File: config.mk
export PLATFORM = sky130hd
export DESIGN_NAME = fws_scale
export DESIGN_NICKNAME = d
export VERILOG_FILES = /design/src/rtl/core/fws_pkg.sv /design/src/rtl/core/fws_scale.sv
export SDC_FILE = /design/constraint.sdc
export NUM_CORES = 2
export LEC_CHECK = 0
export ABC_AREA = 1
export BUFFER_PORTS_ARGS = -buffer_cell sky130_fd_sc_hd__buf_2
export CAP_MARGIN = 20
export CORE_UTILIZATION = 57
export CTS_BUF_LIST = sky130_fd_sc_hd__clkbuf_8
export DETAILED_ROUTE_END_ITERATION = 16
export PLACE_DENSITY = 0.79
export SETUP_SLACK_MARGIN = 0.2
export SYNTH_ARGS = -nofsm -noshare
export SYNTH_HDL_FRONTEND = slang
export SYNTH_SLANG_ARGS = --single-unit
File: constraint.sdc
create_clock -name clk -period 11.4 [get_ports clk]
set_clock_uncertainty 0.1 [all_clocks]
set_input_delay 1.14 -clock clk [delete_from_list [all_inputs] [get_ports clk]]
set_output_delay 1.14 -clock clk [all_outputs]
set_load 0.005 [all_outputs]
File: src/rtl/core/fws_pkg.sv
package fws_pkg;

  localparam int MAX_HARMONICS_DEF = 128;
  localparam int PHASE_BITS_DEF = 16;
  localparam int OUT_FRAC_BITS_DEF = 13;

  localparam int ACC_W = 48;
  localparam int WGT_W = 21;
  localparam int SIN_W = 16;
  localparam int VAL_W = 66;

  localparam logic [16:0] K_SQUARE = 17'd83443;
  localparam logic [16:0] K_TRIANGLE = 17'd53121;
  localparam logic [7:0] HARM_COUNT_RESET = 8'd100;
  localparam logic [0:0] IDX_HARM_COUNT = 1'b0;

  typedef enum logic [1:0] {
    CMD_SQUARE = 2'd0,
    CMD_SAW    = 2'd1,
    CMD_TRI    = 2'd2,
    CMD_NONE   = 2'd3
  } cmd_t;

  typedef struct packed {
    logic valid;
    cmd_t cmd;
  } ctl_t;

  typedef logic [15:0] qsin_tab_t [0:256];

  function automatic qsin_tab_t build_qsin();
    qsin_tab_t t;
    logic [63:0] u;
    logic [63:0] u2;
    logic [63:0] r;
    logic [63:0] s;
    logic [63:0] v;
    for (int k = 0; k <= 256; k++) begin
      u = 64'(k) << 22;
      u2 = (u * u) >> 30;
      r = 64'd172272;
      r = 64'd5026995 - ((u2 * r) >> 30);
      r = 64'd85569306 - ((u2 * r) >> 30);
      r = 64'd693598669 - ((u2 * r) >> 30);
      r = 64'd1686629713 - ((u2 * r) >> 30);
      s = (u * r) >> 30;
      v = (s * 64'd32767 + (64'd1 << 29)) >> 30;
      if (v > 64'd32767) begin
        v = 64'd32767;
      end
      t[k] = 16'(v);
    end
    return t;
  endfunction

  localparam qsin_tab_t QSIN_TAB = build_qsin();

endpackage

File: src/rtl/core/fws_scale.sv
module fws_scale
  import fws_pkg::*;
#(
  parameter int OUTPUT_FRAC_BITS = OUT_FRAC_BITS_DEF
) (
  input  logic                     clk,
  input  logic                     rst,
  input  logic                     adv,
  input  ctl_t                     ctl_in,
  input  logic signed [ACC_W-1:0]  acc_in,
  output logic                     out_valid,
  output logic signed [15:0]       sample,
  output logic                     saturated
);

  localparam int SH = 51 - OUTPUT_FRAC_BITS;
  localparam logic signed [VAL_W-1:0] RND = VAL_W'(1) <<< (SH - 1);
  localparam logic signed [VAL_W-1:0] HI_LIM = VAL_W'(32767);
  localparam logic signed [VAL_W-1:0] LO_LIM = -VAL_W'(32768);

  ctl_t                    ctl1;
  ctl_t                    ctl2;
  logic [16:0]             kk;
  logic signed [41:0]      mhi;
  logic signed [41:0]      mhi_next;
  logic [40:0]             mlo;
  logic [40:0]             mlo_next;
  logic signed [ACC_W:0]   sv;
  logic signed [ACC_W:0]   sv_next;
  logic signed [VAL_W-1:0] val;
  logic signed [VAL_W-1:0] val_next;
  logic signed [VAL_W-1:0] rnd;
  logic signed [15:0]      sample_next;
  logic                    sat_next;

  always_comb begin
    kk = (ctl_in.cmd == CMD_TRI) ? K_TRIANGLE : K_SQUARE;
    mhi_next = $signed(acc_in[ACC_W-1:24]) * $signed({1'b0, kk});
    mlo_next = 41'({1'b0, acc_in[23:0]} * {1'b0, kk});
    sv_next = ((ACC_W + 1)'(1) <<< 34) - (ACC_W + 1)'(acc_in);
  end

  always_comb begin
    if (ctl1.cmd == CMD_SAW) begin
      val_next = VAL_W'(sv) <<< 16;
    end else begin
      val_next = (VAL_W'(mhi) <<< 24) + $signed(VAL_W'(mlo));
    end
  end

  always_comb begin
    rnd = (val + RND) >>> SH;
    sat_next = 1'b0;
    if (ctl2.cmd == CMD_NONE) begin
      sample_next = '0;
    end else if (rnd > HI_LIM) begin
      sample_next = 16'sh7fff;
      sat_next = 1'b1;
    end else if (rnd < LO_LIM) begin
      sample_next = -16'sh8000;
      sat_next = 1'b1;
    end else begin
      sample_next = 16'(rnd);
    end
  end

  always_ff @(posedge clk) begin
    if (rst) begin
      ctl1.valid <= 1'b0;
      ctl2.valid <= 1'b0;
      out_valid <= 1'b0;
    end else if (adv) begin
      ctl1.valid <= ctl_in.valid;
      ctl2.valid <= ctl1.valid;
      out_valid <= ctl2.valid;
    end
  end

  always_ff @(posedge clk) begin
    if (adv) begin
      ctl1.cmd <= ctl_in.cmd;
      ctl2.cmd <= ctl1.cmd;
      mhi <= mhi_next;
      mlo <= mlo_next;
      sv <= sv_next;
      val <= val_next;
      sample <= sample_next;
      saturated <= sat_next;
    end
  end

endmodule

* After elaboration in Yosys (flattened, before gate mapping)
Index checks and enable logic that the tools add are counted.
Word-level totals: word-level logic and storage cells 30, bits in registers 222, output and inout bits 18, bits of input ports 54
Operators by class: reductions and logical operators 1, equality and inequality tests 3, add/subtract/negate cells 3, magnitude comparators 2, multiply operators 2, multiplexer cells 6
Operators by type and width (count):
- $add 66x39->66 const B | 1
- $add 66x42->66 | 1
- $mux 66 | 1
- $sub 36x48->49 const A | 1
- $mul 24x18->42 | 1
- $mul 24x17->41 | 1
- $gt 28x16->1 const B | 1
- $lt 28x16->1 const B | 1
- $mux 17 | 1
- $mux 16 | 1
- $mux 15 | 1
- $eq 2x2->1 const B | 2
- $eq 2x1->1 const B | 1
- $mux 1 | 2
- $reduce_or 2->1 | 1

* Longest topological paths before layout
word-level depth 4, mapped depth 29, mapped depth without buffers 28

* Worst setup path before layout
OpenSTA, ideal clock, no wires.
path kind input -> register, start point input port ctl_in[1] (netlist name), end point register mhi[29], data pin, required time 11.048 ns, buffers on the path 0, path slack 4.181 ns, setup time 0.252 ns, stages 23, data arrival time 6.867 ns, cells stage by stage inv_1 nor2_1 clkinv_1 nor2_1 inv_1 fa_1 inv_1 fa_1 fa_1 inv_1 fa_1 inv_1 ha_1 a21o_1 a31oi_1 o21ai_0 or2_2 a21oi_1 inv_1 nand2_1 nand2_1 nand2_1 nand2_1
Between the ends: longest elaborated chain between the ends 3
RTL lines:
- start, declared | RTL line fws_scale.sv:9 | input ctl_t ctl_in,
- $eq 2x2->1 | RTL line fws_scale.sv:37 | kk = (ctl_in.cmd == CMD_TRI) ? K_TRIANGLE : K_SQUARE;
- $mux 17 | RTL line fws_scale.sv:37
- $mul 24x18->42 | RTL line fws_scale.sv:38 | mhi_next = $signed(acc_in[ACC_W-1:24]) * $signed({1'b0, kk});
- via mhi_next[29] | RTL line fws_scale.sv:25 | logic signed [41:0] mhi_next;
- end signal, assigned | RTL line fws_scale.sv:83 | mhi <= mhi_next;
- end, declared | RTL line fws_scale.sv:24 | logic signed [41:0] mhi;
The timed path passes the listed nets, and every way through them passes these cells. A chain may end at the register's enable or synchronous reset.

* Final worst setup path
start point input port ctl_in[1] (netlist name), end point register mlo[35], data pin
Between the ends: longest elaborated chain between the ends 3
RTL lines:
- $eq 2x2->1 | RTL line fws_scale.sv:37
- $mux 17 | RTL line fws_scale.sv:37
- $mul 24x17->41 | RTL line fws_scale.sv:39 | mlo_next = 41'({1'b0, acc_in[23:0]} * {1'b0, kk});
- via mlo_next[35] | RTL line fws_scale.sv:27 | logic [40:0] mlo_next;
- end signal, assigned | RTL line fws_scale.sv:84 | mlo <= mlo_next;
- end, declared | RTL line fws_scale.sv:26 | logic [40:0] mlo;
The timed path passes the listed nets, and every way through them passes these cells.

==> results <==
- The region available for standard cell placement spans 50070 sq um.
- The path depth of the worst reg2reg path is 12.
- The die covers 51670 sq um.
- The worst path required time is 11490 ps.
- The first global-routing pass estimated 119.2 mm of wire.
- For this run, the detailed router's first-pass iteration total came to 5.
- Setup repair after global routing left no endpoint under its margin.
- The number of gates resized after CTS was 0.
- The category of the most critical setup path is in -> reg.
- The detailed-route via count is 22000.
- For this run, the number of Yosys warnings is 0.
- The routed wire length is 73.18 mm.
- The number of global-route vias before repair came to 22560.
- On the final layout, the worst hold slack is approximately 350 ps.
- Counting instances, the worst hold path has a depth of 2.
- The overall fraction of global-route tracks in use is 0.3020.
- Dividing the detail-routed via count by the number of cells gives roughly 5.3.
- The shortest period the worst path allows is 7578 ps.
- From synthesis to final layout, the design area changed by 5.315%.
- The number of nets in the layout is around 4300.
- The sequential cells in the finished layout cover a total of 4174 sq um.
- The share of synthesized flip-flops with an asynchronous set or reset is 0.
- The synthesized-area fraction occupied by adder cells is 0.4942.
- The clock transition at the register clock pins on the worst setup and hold paths after CTS is 80 ps.
- Dividing the final minimum period by the clock period gives 0.6647.
- Counting distinct cell types in the post-synthesis netlist gives 45.
- For met2 alone, demand over resource in global routing was 0.4560.
- The mean post-synth cell area is roughly 8.6 sq um.
- The TritonCTS clock tree is yes.
- The largest driver fanout on the critical path is between 60 and 70.
- The clock passes through at most 2 buffers.
- Ranked by total cell area, the synthesized netlist is headed by fa_1 34%, ha_1 16%, edfxtp_1 14%.
- The number of antenna diodes in the final layout is 0.
- Adding up every negative setup slack in the final design gives 0 ps.
- The mapped cell area is 28930 sq um.
- After detailed routing, the average wire length per cell comes to ~18 um.
- In this run the most used layer during global routing was met2.
- Summed over all nets, the half-perimeter wirelength after detailed placement is 64.47 mm.
- Once layout is complete, the cells apart from fillers number between 4000 and 5000.
- The routing usage on met1 is 0.4538.
- The hold-fix buffer count after cts is 0.
- The hold violation total from the final report is 0.
- The compound-cell area share of the yosys netlist is 0.06392.
- The number of I/O port buffers is approximately 70.
- The fraction of synthesized cell area in xor and xnor cells is 0.03179.
- The clock latency of the later-clocked register in the worst-skew pair is between 400 and 500 ps.
- In this run the clock root is driven by a clkbuf_8.
- The share of cells above drive strength 1 is 0.04868.
- After technology mapping, the gate count stands at 3364.
- The flow ran to the end, and the final reports show no timing, DRC or antenna violations.
- Counting tap cells, the placed design contains a total of 4092 instances.
- The hold path startpoint is ctl1[2].
- The initial standard-cell utilization of the core is 0.5779.
- In this run the remaining antenna-violating nets after routing total 0.
- Summing all multi-input logic gate instances after layout gives 21200 sq um.
- The number of ports placed on the die boundary is 72.
- Of the post-synthesis cell area, the dominant cell type holds 0.3377.
- After synthesis, the share of cell area in mux cells is 0.
- The synthesized design spends more area on one cell type than any other, namely fa_1.
- The number of synthesized flops with an enable pin is 137.
- The die is roughly 230 um tall.
- The number of setup violations in the final report is 0.
- Row generation in the floorplan step produced 82 rows.
- The dominant synthesized flop cell is edfxtp_1.
- The final weighted congestion in routability-driven placement is between 1 and 1.5.
- The floorplan step set the die width to 227.3 um.
- The share of the Yosys chip area taken by registers is 0.1443.
- The tool flagged a number of max-cap violations equal to 0.
- The total clock buffers created by CTS is 17.
- The number of DRC markers after the initial detailed-route iteration is 1895.
- The met3 usage is 0.05563.
- Global routing finished with a remaining overflow of 0.
- For this run, design rule violations remaining after detail routing come to 0.
- The synthesized-area fraction occupied by and/or/nand/nor cells is 0.1394.
- The worst hold path terminates at ctl2[2].
- The endpoint of the most critical register-to-register path is val[51].
- The layout filler cell count is 4380.
- The arrival time at the worst endpoint is ~7700 ps.
- The number of H-tree branching levels is 4.
- The minimum setup slack among reg-to-reg paths is roughly 8600 ps.
- Derived from the worst setup path, the maximum achievable clock frequency is between 100 and 150 MHz.
- The sort of element at the start of the critical path is an input pin.
- In this run, synthesis produced a sequential element count of between 100 and 150.
- The worst hold-check path type is reg -> reg.
- The initial antenna violation count is 0.
- Headroom to the max-slew limit came out at 0.4243.
- The critical path capture point type is a flip-flop.
- At the pin with the least slew margin, the transition time is 863.6 ps.
- After synthesis, the largest family of logic cells by area is adder cells.
- The clock drives 140 sinks.
- The startpoint of the lowest-slack register-to-register path is mhi[1].
- Entering global routing, the biggest net connects 74 pins.
- The post-CTS setup buffer count is 0.
- The number of pins exceeding their max-slew limit in the final report was 0.
- Once layout is complete, the utilization of the core stands at 0.6086.
routing by layer:
layer / share of wire / vias up / wire length [um]
met3: 0.090 / 105 / 6612
met4: 0.019 / 0 / 1360
met5: 0 / - / 0
met2: 0.43 / 871 / 31500
li1: - / 10370 / -
met1: 0.46 / 10660 / 33710
synthesized netlist by cell type (16+ instances only):
| cell | n |
|---|---|
| inv_1 | 915 |
| fa_1 | 488 |
| nand2_1 | 452 |
| ha_1 | 362 |
| nor2_1 | 317 |
| edfxtp_1 | 137 |
| a21oi_1 | 128 |
| o21ai_0 | 117 |
| nand3_1 | 91 |
| xor2_1 | 76 |
| clkbuf_1 | 37 |
| nor3_1 | 32 |
| xnor2_1 | 29 |
| nand4_1 | 20 |
| a21o_1 | 17 |
| a31oi_1 | 16 |
critical path, cell delays in order:
cell and delay (ps):
buf_2 110, inv_1 80, nor2_4 50, buf_12 160
inv_2 180, buf_4 570, o21ai_0 360, ha_1 400
fa_1 510, fa_1 530, fa_1 520, fa_1 540
inv_1 50, fa_1 530, inv_1 40, ha_1 310
nand2_1 100, nor2_1 260, inv_1 70, nor2_1 150
nand3_1 100, o21ai_1 340, nand3_1 160, nand3_1 100
nand2_1 100
how the worst max path moves through the flow:
stage                    from  endpoint  slack, ps
floorplan           ctl_in[1]   mhi[29]       4180
global placement    ctl_in[1]   mhi[33]       3640
detailed placement  ctl_in[1]   mhi[33]       3580
CTS                 ctl_in[1]   mhi[33]       4070
global route        ctl_in[1]   mlo[35]       3560
finish              ctl_in[1]   mlo[35]       3820
sequential cells by signal, summed over array words and instances (netlist names):
name,flops
mhi,42
saturated,1
ctl1,3
out_valid,1
ctl2,3
sample,16
val,29
sv,28
mlo,17
kinds of logic after synthesis:
| family | after synthesis |
|---|---|
| buf+inv | 966 |
| other cells | 2 |
| simple gates | 971 |
| flops | 140 |
| fa+ha+maj | 850 |
| compound gates | 330 |
| xor+xnor | 105 |
final cells by class:
type                    instances  share of cell area
clock buffers                  17            0.007679
clock inverters                14            0.004394
inverters                     923              0.1137
multi-input cells            2280              0.6959
flip-flops and latches        140              0.1370
well taps                     672             0.02759
repair buffers                 77             0.01376
layout by cell type (no fill, tap or decap), drive strengths merged, types with 24 or more instances in the layout:
cell type / netlist / final
fa: 488 / 488
inv: 919 / 923
edfxtp: 137 / 137
buf: 6 / 77
o21ai: 124 / 124
ha: 362 / 362
nor2: 330 / 330
conb: 2 / 24
a21oi: 137 / 137
xor2: 76 / 76
xnor2: 29 / 29
nor3: 35 / 35
nand3: 91 / 91
nand2: 468 / 468
through the flow:
stage	worst slack, ps	cell area, sq um
finish	3822	30470
global route	3560	30470
CTS	4068	30470
detailed placement	3580	30100
global placement	3643	30100
floorplan	4181	29020
Power is left out: the tool's default activity adds up to more than one toggle a clock period on the data nets, which glitch-free logic cannot reach.
